$ cat src/hdl/csrl_pkg.sv
// Shared types and constants of the crosspoint serial route loader.
// No dependencies.
`default_nettype none

package csrl_pkg;

    localparam int CHIP_PORTS = 16;
    localparam int LANE_W     = 4;
    localparam int SRC_W      = 7;
    localparam int BOARD_W    = 3;
    localparam int CNT_W      = 8;
    localparam int RESULT_CAP = 16;
    localparam int WCNT_W     = 4;
    localparam int CODES_W    = CHIP_PORTS * LANE_W;
    localparam int ROW_DATA_W = CHIP_PORTS * SRC_W;
    localparam int CFG_IDX_W  = 1;
    localparam int CFG_DATA_W = 7;

    localparam logic [CFG_IDX_W-1:0]  CFG_INPUT_COUNT  = 1'b0;
    localparam logic [CFG_IDX_W-1:0]  CFG_OUTPUT_COUNT = 1'b1;
    localparam logic [CFG_DATA_W-1:0] COUNT_RESET      = 7'd64;

    typedef enum logic [1:0] {
        FILL_OFF,
        FILL_ON,
        FILL_TABLE
    } fill_t;

    typedef struct packed {
        logic [SRC_W-1:0] source_input;
        logic [SRC_W-1:0] target_output;
    } cmd_t;

    typedef struct packed {
        logic [1:0]         board_address;
        logic [1:0]         chip_position;
        logic [15:0]        enable_bits;
        logic [CODES_W-1:0] input_codes;
        logic               frame_end;
        logic               last;
    } word_t;

    typedef struct packed {
        fill_t                 fill;
        logic                  new_on;
        logic [BOARD_W-1:0]    board;
        logic [SRC_W-1:0]      new_src;
        logic [CHIP_PORTS-1:0] target_hit;
    } word_ctl_t;

endpackage

`default_nettype wire

$ cat src/hdl/csrl_ram.sv
// Generic single-port RAM with registered read data.
// No dependencies.
`default_nettype none

module csrl_ram #(
    parameter int WIDTH = 8,
    parameter int DEPTH = 16,
    localparam int AW = (DEPTH > 1) ? $clog2(DEPTH) : 1
) (
    input  logic             clk,
    input  logic             en,
    input  logic             we,
    input  logic [AW-1:0]    addr,
    input  logic [WIDTH-1:0] wdata,
    output logic [WIDTH-1:0] rdata
);

    logic [WIDTH-1:0] mem [DEPTH];
    logic [WIDTH-1:0] rdata_reg;

    always_ff @(posedge clk)
    begin
        if (en)
        begin
            if (we)
            begin
                mem[addr] <= wdata;
            end
            else
            begin
                rdata_reg <= mem[addr];
            end
        end
    end

    assign rdata = rdata_reg;

endmodule

`default_nettype wire

$ cat src/hdl/csrl_word.sv
// Builds the enable bits and input codes of one chip reload word from a table row.
// Depends on csrl_pkg.
`default_nettype none

module csrl_word
    import csrl_pkg::*;
(
    input  word_ctl_t             ctl,
    input  logic [ROW_DATA_W-1:0] row_data,
    input  logic                  row_written,
    input  logic [CHIP_PORTS-1:0] route_valid,
    output logic [CHIP_PORTS-1:0] enable_bits,
    output logic [CODES_W-1:0]    input_codes
);

    always_comb
    begin
        logic [SRC_W-1:0]  src;
        logic              on;
        logic [LANE_W-1:0] code;
        enable_bits = '0;
        input_codes = '0;
        src         = '0;
        on          = 1'b0;
        code        = '0;
        for (int j = 0; j < CHIP_PORTS; j++)
        begin
            src  = row_written ? row_data[j*SRC_W +: SRC_W] : '0;
            on   = 1'b0;
            code = src[LANE_W-1:0];
            unique case (ctl.fill)
                FILL_OFF:
                begin
                    on = 1'b0;
                end
                FILL_ON:
                begin
                    on   = 1'b1;
                    code = ctl.new_src[LANE_W-1:0];
                end
                FILL_TABLE:
                begin
                    on = route_valid[j] && (src[SRC_W-1:LANE_W] == ctl.board);
                    if (ctl.target_hit[j])
                    begin
                        on = ctl.new_on;
                        if (ctl.new_on)
                        begin
                            code = ctl.new_src[LANE_W-1:0];
                        end
                    end
                end
                default:
                begin
                    on = 1'b0;
                end
            endcase
            enable_bits[j]                   = on;
            input_codes[j*LANE_W +: LANE_W] = code;
        end
    end

endmodule

`default_nettype wire

$ cat src/hdl/crosspoint_serial_route_loader.sv
// Top level of the crosspoint serial route loader: sequencer, route table and output register.
// Depends on csrl_pkg, csrl_ram and csrl_word.
//
// Takes one route command at a time and answers with the reload words for the
// daisy-chained 16-port crosspoint chips of every board the route leaves or enters,
// highest chip first, at most sixteen words per command. The route table holds one
// row of sixteen source numbers per chip in a single-port RAM; per-output route
// valid bits and per-row written bits sit in flip-flops and are cleared by reset,
// so there is no clearing pass. Each word takes a row read, then a build and load
// into the output register, which waits while the output is stalled. A single-output
// command adds a lookup step, and every command ends with a read-modify-write of the
// table rows it changes, each row read and then written back: one row for a single
// output, one row per chip for every output. A command with a source or target out
// of range is taken and gives no words.
`default_nettype none

module crosspoint_serial_route_loader
    import csrl_pkg::*;
#(
    parameter int MAX_INPUTS  = 64,
    parameter int MAX_OUTPUTS = 64
) (
    input  logic                  clk,
    input  logic                  rst_n,
    input  logic                  cmd_valid,
    output logic                  cmd_stall,
    input  cmd_t                  cmd_data,
    output logic                  word_valid,
    input  logic                  word_stall,
    output word_t                 word_data,
    input  logic                  cfg_write,
    input  logic [CFG_IDX_W-1:0]  cfg_index,
    input  logic [CFG_DATA_W-1:0] cfg_data
);

    localparam int ROWS  = (MAX_OUTPUTS + CHIP_PORTS - 1) / CHIP_PORTS;
    localparam int ROW_W = (ROWS > 1) ? $clog2(ROWS) : 1;
    localparam int IDX_W = ROW_W + LANE_W;
    localparam logic [CNT_W-1:0] ICNT_MAX = CNT_W'(MAX_INPUTS);
    localparam logic [CNT_W-1:0] OCNT_MAX = CNT_W'(MAX_OUTPUTS);

    typedef enum logic [2:0] {
        S_IDLE,
        S_LOOK,
        S_RD,
        S_EMIT,
        S_UPD_RD,
        S_UPD_WR
    } state_t;

    typedef enum logic [1:0] {
        PH_OFF,
        PH_ON,
        PH_LEAVE,
        PH_JOIN
    } phase_t;

    state_t                            state_reg, state_next;
    phase_t                            phase_reg, phase_next;
    logic [CFG_DATA_W-1:0]             input_count_reg, input_count_next;
    logic [CFG_DATA_W-1:0]             output_count_reg, output_count_next;
    logic [SRC_W-1:0]                  src_reg, src_next;
    logic [SRC_W-1:0]                  new_src_reg, new_src_next;
    logic [BOARD_W-1:0]                nb_reg, nb_next;
    logic [IDX_W-1:0]                  tgt_m1_reg, tgt_m1_next;
    logic                              all_reg, all_next;
    logic [ROW_W-1:0]                  chips_m1_reg, chips_m1_next;
    logic [BOARD_W-1:0]                boards_m1_reg, boards_m1_next;
    logic [CNT_W-1:0]                  ocnt_reg, ocnt_next;
    logic [BOARD_W-1:0]                board_reg, board_next;
    logic [ROW_W-1:0]                  chip_reg, chip_next;
    logic [WCNT_W-1:0]                 wcnt_reg, wcnt_next;
    logic [ROW_W-1:0]                  row_reg, row_next;
    logic [ROWS-1:0][CHIP_PORTS-1:0]   rv_reg, rv_next;
    logic [ROWS-1:0]                   written_reg, written_next;
    logic                              word_valid_reg, word_valid_next;
    word_t                             word_data_reg, word_data_next;

    logic [CNT_W-1:0]      icnt, ocnt, icnt_m1, ocnt_m1;
    logic [BOARD_W-1:0]    cmd_boards_m1;
    logic [ROW_W-1:0]      cmd_chips_m1;
    logic [SRC_W-1:0]      cmd_src_m1;
    logic [IDX_W-1:0]      cmd_tgt_m1;
    logic                  cmd_take, cmd_in_range, cmd_connect;
    logic [BOARD_W:0]      first_pick, next_pick;
    logic                  connect;
    logic                  nx_exists;
    phase_t                nx_phase;
    logic [BOARD_W-1:0]    nx_board;
    logic [ROW_W-1:0]      tgt_row;
    logic [LANE_W-1:0]     tgt_lane;
    logic [SRC_W-1:0]      old_src;
    logic                  old_valid, leave;
    logic                  last_word, out_load;
    logic [ROW_W+1:0]      chip_ext;
    logic                  ram_en, ram_we;
    logic [ROW_W-1:0]      ram_addr;
    logic [ROW_DATA_W-1:0] ram_wdata, ram_rdata;
    logic [CHIP_PORTS-1:0] upd_mask;
    word_ctl_t             wctl;
    logic [CHIP_PORTS-1:0] w_enable;
    logic [CODES_W-1:0]    w_codes;

    function automatic logic [BOARD_W:0] pick_off(
        input logic [BOARD_W:0]   start,
        input logic               conn,
        input logic [BOARD_W-1:0] skip,
        input logic [BOARD_W-1:0] top
    );
        logic [BOARD_W:0] c;
        c = start;
        if (conn && (c == {1'b0, skip}))
        begin
            c = c + 1'b1;
        end
        return {(c <= {1'b0, top}), c[BOARD_W-1:0]};
    endfunction

    csrl_ram #(
        .WIDTH (ROW_DATA_W),
        .DEPTH (ROWS)
    ) u_table (
        .clk   (clk),
        .en    (ram_en),
        .we    (ram_we),
        .addr  (ram_addr),
        .wdata (ram_wdata),
        .rdata (ram_rdata)
    );

    csrl_word u_word (
        .ctl         (wctl),
        .row_data    (ram_rdata),
        .row_written (written_reg[chip_reg]),
        .route_valid (rv_reg[chip_reg]),
        .enable_bits (w_enable),
        .input_codes (w_codes)
    );

    // Clamp the fitted counts and derive board and chip counts.
    always_comb
    begin
        if (input_count_reg == '0)
        begin
            icnt = CNT_W'(1);
        end
        else if ({1'b0, input_count_reg} > ICNT_MAX)
        begin
            icnt = ICNT_MAX;
        end
        else
        begin
            icnt = {1'b0, input_count_reg};
        end
        if (output_count_reg == '0)
        begin
            ocnt = CNT_W'(1);
        end
        else if ({1'b0, output_count_reg} > OCNT_MAX)
        begin
            ocnt = OCNT_MAX;
        end
        else
        begin
            ocnt = {1'b0, output_count_reg};
        end
    end

    assign icnt_m1       = icnt - 1'b1;
    assign ocnt_m1       = ocnt - 1'b1;
    assign cmd_boards_m1 = icnt_m1[LANE_W +: BOARD_W];
    assign cmd_chips_m1  = ROW_W'(ocnt_m1 >> LANE_W);

    assign cmd_stall    = (state_reg != S_IDLE);
    assign cmd_take     = cmd_valid && !cmd_stall;
    assign cmd_in_range = ({1'b0, cmd_data.source_input} <= icnt)
                       && ({1'b0, cmd_data.target_output} <= ocnt);
    assign cmd_connect  = (cmd_data.source_input != '0);
    assign cmd_src_m1   = cmd_data.source_input - 1'b1;
    assign cmd_tgt_m1   = IDX_W'(cmd_data.target_output - 1'b1);
    assign first_pick   = pick_off('0, cmd_connect, cmd_src_m1[SRC_W-1:LANE_W], cmd_boards_m1);

    assign connect   = (src_reg != '0);
    assign tgt_row   = tgt_m1_reg[IDX_W-1:LANE_W];
    assign tgt_lane  = tgt_m1_reg[LANE_W-1:0];
    assign old_src   = written_reg[tgt_row] ? ram_rdata[tgt_lane*SRC_W +: SRC_W] : '0;
    assign old_valid = rv_reg[tgt_row][tgt_lane];
    assign leave     = !connect || (old_valid && (old_src[SRC_W-1:LANE_W] != nb_reg));
    assign next_pick = pick_off({1'b0, board_reg} + 1'b1, connect, nb_reg, boards_m1_reg);

    // Pick the board load that follows the current one.
    always_comb
    begin
        nx_exists = 1'b0;
        nx_phase  = phase_reg;
        nx_board  = board_reg;
        unique case (phase_reg)
            PH_OFF:
            begin
                if (next_pick[BOARD_W])
                begin
                    nx_exists = 1'b1;
                    nx_board  = next_pick[BOARD_W-1:0];
                end
                else if (connect)
                begin
                    nx_exists = 1'b1;
                    nx_phase  = PH_ON;
                    nx_board  = nb_reg;
                end
            end
            PH_LEAVE:
            begin
                if (connect)
                begin
                    nx_exists = 1'b1;
                    nx_phase  = PH_JOIN;
                    nx_board  = nb_reg;
                end
            end
            PH_ON, PH_JOIN:
            begin
                nx_exists = 1'b0;
            end
            default:
            begin
                nx_exists = 1'b0;
            end
        endcase
    end

    always_comb
    begin
        unique case (phase_reg)
            PH_OFF:   wctl.fill = FILL_OFF;
            PH_ON:    wctl.fill = FILL_ON;
            default:  wctl.fill = FILL_TABLE;
        endcase
        wctl.new_on     = (phase_reg == PH_JOIN);
        wctl.board      = board_reg;
        wctl.new_src    = new_src_reg;
        wctl.target_hit = (!all_reg && (tgt_row == chip_reg))
                        ? (CHIP_PORTS'(1) << tgt_lane) : '0;
    end

    assign last_word = (wcnt_reg == WCNT_W'(RESULT_CAP - 1)) || ((chip_reg == '0) && !nx_exists);
    assign chip_ext  = {2'b00, chip_reg};

    always_comb
    begin
        word_data_next.board_address = board_reg[1:0];
        word_data_next.chip_position = chip_ext[1:0];
        word_data_next.enable_bits   = w_enable;
        word_data_next.input_codes   = w_codes;
        word_data_next.frame_end     = (chip_reg == '0);
        word_data_next.last          = last_word;
    end

    // Merge the new route into the row being rewritten.
    always_comb
    begin
        logic [IDX_W-1:0] idx;
        logic [SRC_W-1:0] old;
        idx       = '0;
        old       = '0;
        upd_mask  = '0;
        ram_wdata = '0;
        for (int j = 0; j < CHIP_PORTS; j++)
        begin
            idx = {row_reg, LANE_W'(j)};
            old = written_reg[row_reg] ? ram_rdata[j*SRC_W +: SRC_W] : '0;
            upd_mask[j] = all_reg ? (CNT_W'(idx) < ocnt_reg) : (idx == tgt_m1_reg);
            ram_wdata[j*SRC_W +: SRC_W] = (upd_mask[j] && connect) ? new_src_reg : old;
        end
    end

    always_comb
    begin
        state_next        = state_reg;
        phase_next        = phase_reg;
        input_count_next  = input_count_reg;
        output_count_next = output_count_reg;
        src_next          = src_reg;
        new_src_next      = new_src_reg;
        nb_next           = nb_reg;
        tgt_m1_next       = tgt_m1_reg;
        all_next          = all_reg;
        chips_m1_next     = chips_m1_reg;
        boards_m1_next    = boards_m1_reg;
        ocnt_next         = ocnt_reg;
        board_next        = board_reg;
        chip_next         = chip_reg;
        wcnt_next         = wcnt_reg;
        row_next          = row_reg;
        rv_next           = rv_reg;
        written_next      = written_reg;
        word_valid_next   = word_valid_reg;
        out_load          = 1'b0;
        ram_en            = 1'b0;
        ram_we            = 1'b0;
        ram_addr          = chip_reg;

        if (word_valid_reg && !word_stall)
        begin
            word_valid_next = 1'b0;
        end

        if (cfg_write)
        begin
            unique case (cfg_index)
                CFG_INPUT_COUNT:  input_count_next  = cfg_data;
                CFG_OUTPUT_COUNT: output_count_next = cfg_data;
            endcase
        end

        unique case (state_reg)
            S_IDLE:
            begin
                if (cmd_take && cmd_in_range)
                begin
                    src_next       = cmd_data.source_input;
                    new_src_next   = cmd_src_m1;
                    nb_next        = cmd_src_m1[SRC_W-1:LANE_W];
                    tgt_m1_next    = cmd_tgt_m1;
                    all_next       = (cmd_data.target_output == '0);
                    chips_m1_next  = cmd_chips_m1;
                    boards_m1_next = cmd_boards_m1;
                    ocnt_next      = ocnt;
                    chip_next      = cmd_chips_m1;
                    wcnt_next      = '0;
                    if (cmd_data.target_output == '0)
                    begin
                        if (first_pick[BOARD_W])
                        begin
                            phase_next = PH_OFF;
                            board_next = first_pick[BOARD_W-1:0];
                        end
                        else
                        begin
                            phase_next = PH_ON;
                            board_next = cmd_src_m1[SRC_W-1:LANE_W];
                        end
                        state_next = S_RD;
                    end
                    else
                    begin
                        ram_en     = 1'b1;
                        ram_addr   = cmd_tgt_m1[IDX_W-1:LANE_W];
                        state_next = S_LOOK;
                    end
                end
            end
            S_LOOK:
            begin
                if (leave)
                begin
                    phase_next = PH_LEAVE;
                    board_next = old_src[SRC_W-1:LANE_W];
                end
                else
                begin
                    phase_next = PH_JOIN;
                    board_next = nb_reg;
                end
                state_next = S_RD;
            end
            S_RD:
            begin
                ram_en     = 1'b1;
                ram_addr   = chip_reg;
                state_next = S_EMIT;
            end
            S_EMIT:
            begin
                if (!word_valid_reg || !word_stall)
                begin
                    out_load        = 1'b1;
                    word_valid_next = 1'b1;
                    wcnt_next       = wcnt_reg + 1'b1;
                    if (last_word)
                    begin
                        row_next   = all_reg ? '0 : tgt_row;
                        state_next = S_UPD_RD;
                    end
                    else if (chip_reg != '0)
                    begin
                        chip_next  = chip_reg - 1'b1;
                        state_next = S_RD;
                    end
                    else
                    begin
                        phase_next = nx_phase;
                        board_next = nx_board;
                        chip_next  = chips_m1_reg;
                        state_next = S_RD;
                    end
                end
            end
            S_UPD_RD:
            begin
                ram_en     = 1'b1;
                ram_addr   = row_reg;
                state_next = S_UPD_WR;
            end
            S_UPD_WR:
            begin
                ram_en                = 1'b1;
                ram_we                = 1'b1;
                ram_addr              = row_reg;
                written_next[row_reg] = 1'b1;
                for (int j = 0; j < CHIP_PORTS; j++)
                begin
                    if (upd_mask[j])
                    begin
                        rv_next[row_reg][j] = connect;
                    end
                end
                if (all_reg && (row_reg != chips_m1_reg))
                begin
                    row_next   = row_reg + 1'b1;
                    state_next = S_UPD_RD;
                end
                else
                begin
                    state_next = S_IDLE;
                end
            end
            default:
            begin
                state_next = S_IDLE;
            end
        endcase
    end

    always_ff @(posedge clk or negedge rst_n)
    begin
        if (!rst_n)
        begin
            state_reg        <= S_IDLE;
            phase_reg        <= PH_OFF;
            input_count_reg  <= COUNT_RESET;
            output_count_reg <= COUNT_RESET;
            src_reg          <= '0;
            new_src_reg      <= '0;
            nb_reg           <= '0;
            tgt_m1_reg       <= '0;
            all_reg          <= 1'b0;
            chips_m1_reg     <= '0;
            boards_m1_reg    <= '0;
            ocnt_reg         <= '0;
            board_reg        <= '0;
            chip_reg         <= '0;
            wcnt_reg         <= '0;
            row_reg          <= '0;
            rv_reg           <= '0;
            written_reg      <= '0;
            word_valid_reg   <= 1'b0;
            word_data_reg    <= '0;
        end
        else
        begin
            state_reg        <= state_next;
            phase_reg        <= phase_next;
            input_count_reg  <= input_count_next;
            output_count_reg <= output_count_next;
            src_reg          <= src_next;
            new_src_reg      <= new_src_next;
            nb_reg           <= nb_next;
            tgt_m1_reg       <= tgt_m1_next;
            all_reg          <= all_next;
            chips_m1_reg     <= chips_m1_next;
            boards_m1_reg    <= boards_m1_next;
            ocnt_reg         <= ocnt_next;
            board_reg        <= board_next;
            chip_reg         <= chip_next;
            wcnt_reg         <= wcnt_next;
            row_reg          <= row_next;
            rv_reg           <= rv_next;
            written_reg      <= written_next;
            word_valid_reg   <= word_valid_next;
            // Hold the word until the transaction completes.
            if (out_load)
            begin
                word_data_reg <= word_data_next;
            end
        end
    end

    assign word_valid = word_valid_reg;
    assign word_data  = word_data_reg;

endmodule

`default_nettype wire

$ cat config.mk
export PLATFORM = sky130hd
export DESIGN_NAME = crosspoint_serial_route_loader
export DESIGN_NICKNAME = d
export VERILOG_FILES = /design/src/hdl/csrl_pkg.sv /design/src/hdl/csrl_ram.sv /design/src/hdl/csrl_word.sv /design/src/hdl/crosspoint_serial_route_loader.sv
export SDC_FILE = /design/constraint.sdc
export NUM_CORES = 1
export LEC_CHECK = 0
export BUFFER_PORTS_ARGS = -buffer_cell sky130_fd_sc_hd__buf_2
export CAP_MARGIN = 20
export CORE_ASPECT_RATIO = 0.8
export CORE_MARGIN = 1
export CORE_UTILIZATION = 45
export CTS_BUF_LIST = sky130_fd_sc_hd__clkbuf_8
export DETAILED_ROUTE_END_ITERATION = 10
export PLACE_DENSITY = 0.58
export SKIP_CTS_REPAIR_TIMING = 1
export SYNTH_ARGS = -nofsm -noshare
export SYNTH_HDL_FRONTEND = slang
export SYNTH_HIERARCHICAL = 1
export SYNTH_SLANG_ARGS = --single-unit
$ cat constraint.sdc
create_clock -name clk -period 20.9 [get_ports clk]
set_clock_uncertainty 0.05 [all_clocks]
set_input_delay 3.135 -clock clk [delete_from_list [all_inputs] [get_ports clk]]
set_output_delay 3.135 -clock clk [all_outputs]
set_load 0.03 [all_outputs]
Word level (Yosys, flattened, before mapping)
Memories as Yosys holds them, arrays and structs flattened. A register that Yosys moved wholly into a read port is not among the register bits.
Index checks and enable logic that the tools add are counted.
{"block": "word_totals", "in_bits": 27, "memories": 1, "output_inout_bits": 88, "wordCells": 514, "ff_bits": 221, "ramBits": 448}
{"name": "u_table.mem", "depth": 4, "word_bits": 112, "rd": 1, "rd_ports_with_merged_regs": 1, "wr": 1, "line": "csrl_ram.sv:18", "source": "logic [WIDTH-1:0] mem [DEPTH];"}
{"block": "op_classes", "eq_ne": 58, "mul": 1, "n_lt_le_gt_ge": 27, "n_bitwise": 3, "n_addsub": 9, "mux": 306, "shift": 2, "reduce_logical": 79}
{"operator": "$mux 64", "n": 31}
{"operator": "$bwmux 64", "n": 16}
{"operator": "$demux 16 s2", "n": 16}
{"operator": "$mux 7", "n": 54}
{"operator": "$mux 4", "n": 36}
{"operator": "$pmux 4 s2", "n": 17}
{"operator": "$lt 6x7->1", "n": 16}
{"operator": "$shiftx 112x8->7", "n": 1}
{"operator": "$eq 6x6->1", "n": 16}
{"operator": "$bmux 16 s2", "n": 2}
{"operator": "$mux 16", "n": 4}
{"operator": "$mux 1", "n": 54}
{"operator": "$eq 3x3->1", "n": 16}
{"operator": "$logic_and 1x1->1", "n": 43}
{"operator": "$mux 3", "n": 14}
{"operator": "$mux 2", "n": 20}
{"operator": "$pmux 1 s2", "n": 17}
{"operator": "$logic_not 7->1", "n": 3}
{"operator": "$pmux 2 s2", "n": 5}
{"operator": "$pmux 3 s6", "n": 1}
{"operator": "$shl 1x4->16 const A", "n": 1}
{"operator": "$mux 15", "n": 1}
{"operator": "$gt 7x7->1 const B", "n": 2}
{"operator": "$le 7x7->1", "n": 2}
{"operator": "other kinds (56)", "n": 97}

Longest topological paths before layout
{"block": "logic_depth", "ltp_word": 51, "depth_mapped": 17, "depth_no_buf": 15}

By module
The synthesis kept the hierarchy.
{"mod": "csrl_ram", "n_inst": 1, "seq_area_each_um2": 16816.1, "cells_each": 703, "area_per_inst_um2": 19546.2}
{"mod": "crosspoint_serial_route_loader", "n_inst": 1, "seq_area_each_um2": 5457.7, "cells_each": 1560, "area_per_inst_um2": 13227.7}
{"mod": "csrl_word", "n_inst": 1, "seq_area_each_um2": 0.0, "cells_each": 592, "area_per_inst_um2": 3159.3}

Least setup slack after synthesis
Ideal clock, no wire load.
{"block": "synth_path", "path_type": "input to register", "startpoint": "input port cmd_data[5] (netlist bit)", "endpoint": "memory u_table/mem[0][0] (netlist bit) (enable)", "path_slack_ns": 3.964, "arrival_time_ns": 16.026, "path_buffers": 3, "path_stages": 12, "setup_time_ns": 0.860, "required_time_ns": 19.990, "cell_sequence": "ha_1 > a21o_1 > a21oi_1 > o2111ai_1 > nor3_1 > buf_2 > nand2_1 > nand2_1 > o221ai_1 > buf_6 > buf_2 > nor4bb_1"}
{"block": "synth_via", "word_cells_on_any_way": 13, "cone_classes": "add/sub (1); order compare (1); mux (8); reduce/logical (3)"}
{"element": "start, declared", "line": "crosspoint_serial_route_loader.sv:27", "source": "input cmd_t cmd_data,"}
{"element": "$le 7x7->1", "line": "crosspoint_serial_route_loader.sv:177", "source": "&& ({1'b0, cmd_data.target_output} <= ocnt);"}
{"element": "$logic_and 1x1->1", "line": "crosspoint_serial_route_loader.sv:177"}
{"element": "$logic_and 1x1->1", "line": "crosspoint_serial_route_loader.sv:319", "source": "if (cmd_take && cmd_in_range)"}
{"element": "$mux 2 (*)", "line": "crosspoint_serial_route_loader.sv:319"}
{"element": "$pmux 2 s2 (*)", "line": "crosspoint_serial_route_loader.sv:316", "source": "unique case (state_reg)"}
{"element": "net ram_addr[0]", "line": "crosspoint_serial_route_loader.sv:97", "source": "logic [ROW_W-1:0] ram_addr;"}
{"element": "end, declared", "line": "csrl_ram.sv:18"}
The timed path passes the listed nets; every way through them passes the cells marked *.

Worst setup path after layout
{"block": "layout_path", "startpoint": "input port cmd_data[11] (netlist bit)", "endpoint": "memory u_table/mem[2][73] (netlist bit) (enable)"}
{"block": "layout_via", "word_cells_on_any_way": 9, "cone_classes": "order compare (1); mux (6); reduce/logical (2)"}
{"element": "$le 7x7->1", "line": "crosspoint_serial_route_loader.sv:176", "source": "assign cmd_in_range = ({1'b0, cmd_data.source_input} <= icnt)"}
{"element": "$logic_and 1x1->1", "line": "crosspoint_serial_route_loader.sv:177"}
{"element": "$logic_and 1x1->1", "line": "crosspoint_serial_route_loader.sv:319"}
{"element": "$mux 2", "line": "crosspoint_serial_route_loader.sv:319"}
{"element": "$pmux 2 s2", "line": "crosspoint_serial_route_loader.sv:316"}
{"element": "net ram_addr[1]", "line": "crosspoint_serial_route_loader.sv:97"}
The timed path passes the listed nets, and every way through them passes these cells.

==> run metrics <==
first-pass GRT wire length=approximately 160000 um; Final Critical Period=8.15 ns; Top Ports=between 100 and 150; RSZ-0062 raised after global routing=no; clock slew at reported path FFs=0.06 ns; slowest stage delay, CP=0.74 ns; Avg Synthesized Cell Area=12.6 um^2; DRT iter0 DRCs=between 2000 and 3000; max cap viols=0; clock tree buffer depth=3; initial antenna violation count=0; Critical Path Source Type=input pin; Slew headroom=23.0%; DR DRC count=0; die height=255 um; largest net degree at the start of global routing=116; Post-Syn Instances=~2900; number of enable flip-flop cells after synthesis=560; footprint of the multi-input gates=12500 um^2; share of cells above drive strength 1=a little under a fifth; core region area=78900 um^2; routed vias/inst=6.04; Worst Hold Class=flip-flop to flip-flop; ys async rst share=28.0%; CP endpoint kind=flip-flop; CTS tree=built; WP data arrival=~8.5 ns; full die area=81000 um^2; Yosys cell types=between 80 and 90; vias in the first global route=24300; CP Max Fanout=55; Hold Violations, Final=0; run status=completed; total CTS buffers=131; # fillers=6771; Clock Tree Root=clkbuf_8; Final setup viols=0; Netlist Area Pre-Place=35900 um^2; Placement Setup Slack=11.93 ns; ANT nets after route=0; Crit-path slowest cell=o21a_4; final worst slack=12.75 ns; Yosys Warn Count=6; max reg flops=around 450; Synth Net Count=2914; Leakage=15.4 nW; post-synthesis register bit count=778; final slew viol count=0; DP Wirelength=roughly 64000 um; Area Overhead vs Synth=11.2%; Register Area=22300 um^2; Pre-antenna DRT Iters=5; crit share post-route=about two fifths; Antenna diodes=0; top_reg_cell synth=edfxtp_1; gpl congestion=approximately 0.9; worst slew pin tran=1.15 ns; setup_tns=0 ns; total grt overflow=0; critical path class=input pin to flip-flop; Detailed Route WL=103000 um; nets=3004; fmax=0.123 GHz; Max H-tree Level=4; PortBufs=114; sequential fraction of the synthesis area=between 60% and 70%; crit path cell chain=buf_2, ha_1, nand3_1, o21ai_0, o2111ai_1, nor3_2, buf_4, nand2_1, mux2i_1, a22oi_1, o21a_4, and4b_4, buf_4, buf_4; power density cells=168 nW/um^2; worst skew pair latency=just under 0.8 ns; row cnt=92; Tot GR Track Use=25.7%; most frequent CP cell=buf_4; Vias=24600; chip width=318 um; CTS Sinks=between 700 and 800; Initial Util=45.6%; Critical Path RT=21.25 ns; drt wl/cell=25.3 um; Worst VDD drop=0.000162 V
-- final cells by class --
type | count | area share [%]
Sequential cell | 778 | 55.7
Multi-Input combinational cell | 1794 | 31.3
Clock buffer | 148 | 5.10
Tap cell | 1034 | 3.24
Timing Repair Buffer | 159 | 2.64
Clock inverter | 82 | 1.17
Inverter | 81 | 0.761
-- final timing paths --
kind / start / end / slack [ns] / cells after the start
setup / recovery: cmd_data[11] / u_table/mem[2][73] / 12.75 / 14
hold / removal: word_data[37] / word_data[37] / 0.42 / 2
setup reg to reg: input_count_reg[0] / u_table/mem[2][73] / 14.16 / 17
hold reg to reg: word_data[37] / word_data[37] / 0.42 / 2
max in group asynchronous: rst_n / word_data[39] / 17.09 / 2
min in group asynchronous: rst_n / src_reg[1] / 2.28 / 1
-- power by group --
| part | leakage, nW | total (mW) | internal, mW | switching [mW] |
|---|---|---|---|---|
| clock | 1.44 | 1.31 | 0.705 | 0.609 |
| sequential | 8.07 | 2.58 | 2.27 | 0.319 |
| combinational | 5.93 | 2.80 | 0.874 | 1.92 |
-- layout by cell type (no fill, tap or decap), types with 31 or more instances in the layout --
master	n
mux4_2	146
buf_2	113
nand3_1	92
nand2_1	488
nor2_1	157
clkbuf_8	148
edfxtp_1	560
dfrtp_1	215
and3_1	73
buf_4	37
o21ai_0	166
o21ai_1	40
a31oi_1	123
inv_1	124
ha_1	31
a21oi_1	124
mux2i_1	34
-- worst max-delay path: cells and delay by family --
kind	cells	cell delay, ns
AOI/OAI and AO/OA	4	1.55
muxes	1	0.15
and+or+nand+nor	4	1.13
adders and majority gates	1	0.33
buffers and inverters	4	2.02
-- logic make-up after synthesis --
| kind of cell | share of synthesized area, % |
|---|---|
| and+or+nand+nor | 11.3 |
| DFF | 62.0 |
| AOI/OAI and AO/OA | 10.0 |
| buffers and inverters | 3.43 |
| muxes | 11.2 |
| xor gates and xnor gates | 0.877 |
| adders and majority gates | 1.11 |
-- synthesized netlist by cell type (all sizes together), types with 6 or more instances --
library cell	number	share of area, %
nand2	489	5.1
o22ai	24	0.52
nor3	29	0.43
inv	80	0.84
a211o	17	0.41
o21ai	206	2.9
a221o	11	0.31
ha	32	1.1
a21oi	128	1.8
nand3	92	1.3
dfrtp	216	15
edfxtp	560	47
a22oi	12	0.26
a31oi	123	2.1
xor2	16	0.39
nor4	6	0.12
o211ai	7	0.15
nor2b	19	0.33
nand4	7	0.12
a2111oi	6	0.16
and3	73	1.3
mux2	30	0.94
clkbuf	117	1.2
mux4	149	9.3
xnor2	20	0.49
nand2b	12	0.21
buf	85	1.4
mux2i	34	0.95
and2	10	0.17
a31o	12	0.29
nor2	163	1.7
-- layer usage --
layer	track usage, %	routed length [um]	up-vias
met1	37.3	45600	12500
met2	38.8	46700	1088
met4	7.99	2310	0
li1	-	-	10800
met5	0	0	-
met3	5.61	8700	173
-- metrics by stage --
| step | power (mW) | utilization (%) | cell area (um^2) | instances | hold slack, ns |
|---|---|---|---|---|---|
| global placement | 5.28 | 47.3 | 37300 | 3840 | 0.405 |
| floorplan | 4.44 | - | 35900 | 2855 | 0.413 |
| CTS | 6.70 | 50.5 | 39800 | 4070 | 0.420 |
| finish | 6.70 | 50.7 | 40000 | 4076 | 0.416 |
| detailed placement | 5.37 | 47.3 | 37300 | 3840 | 0.407 |
| global route | 7.05 | 50.7 | 40000 | 4076 | 0.436 |
Power figures use the tool's default switching activity.
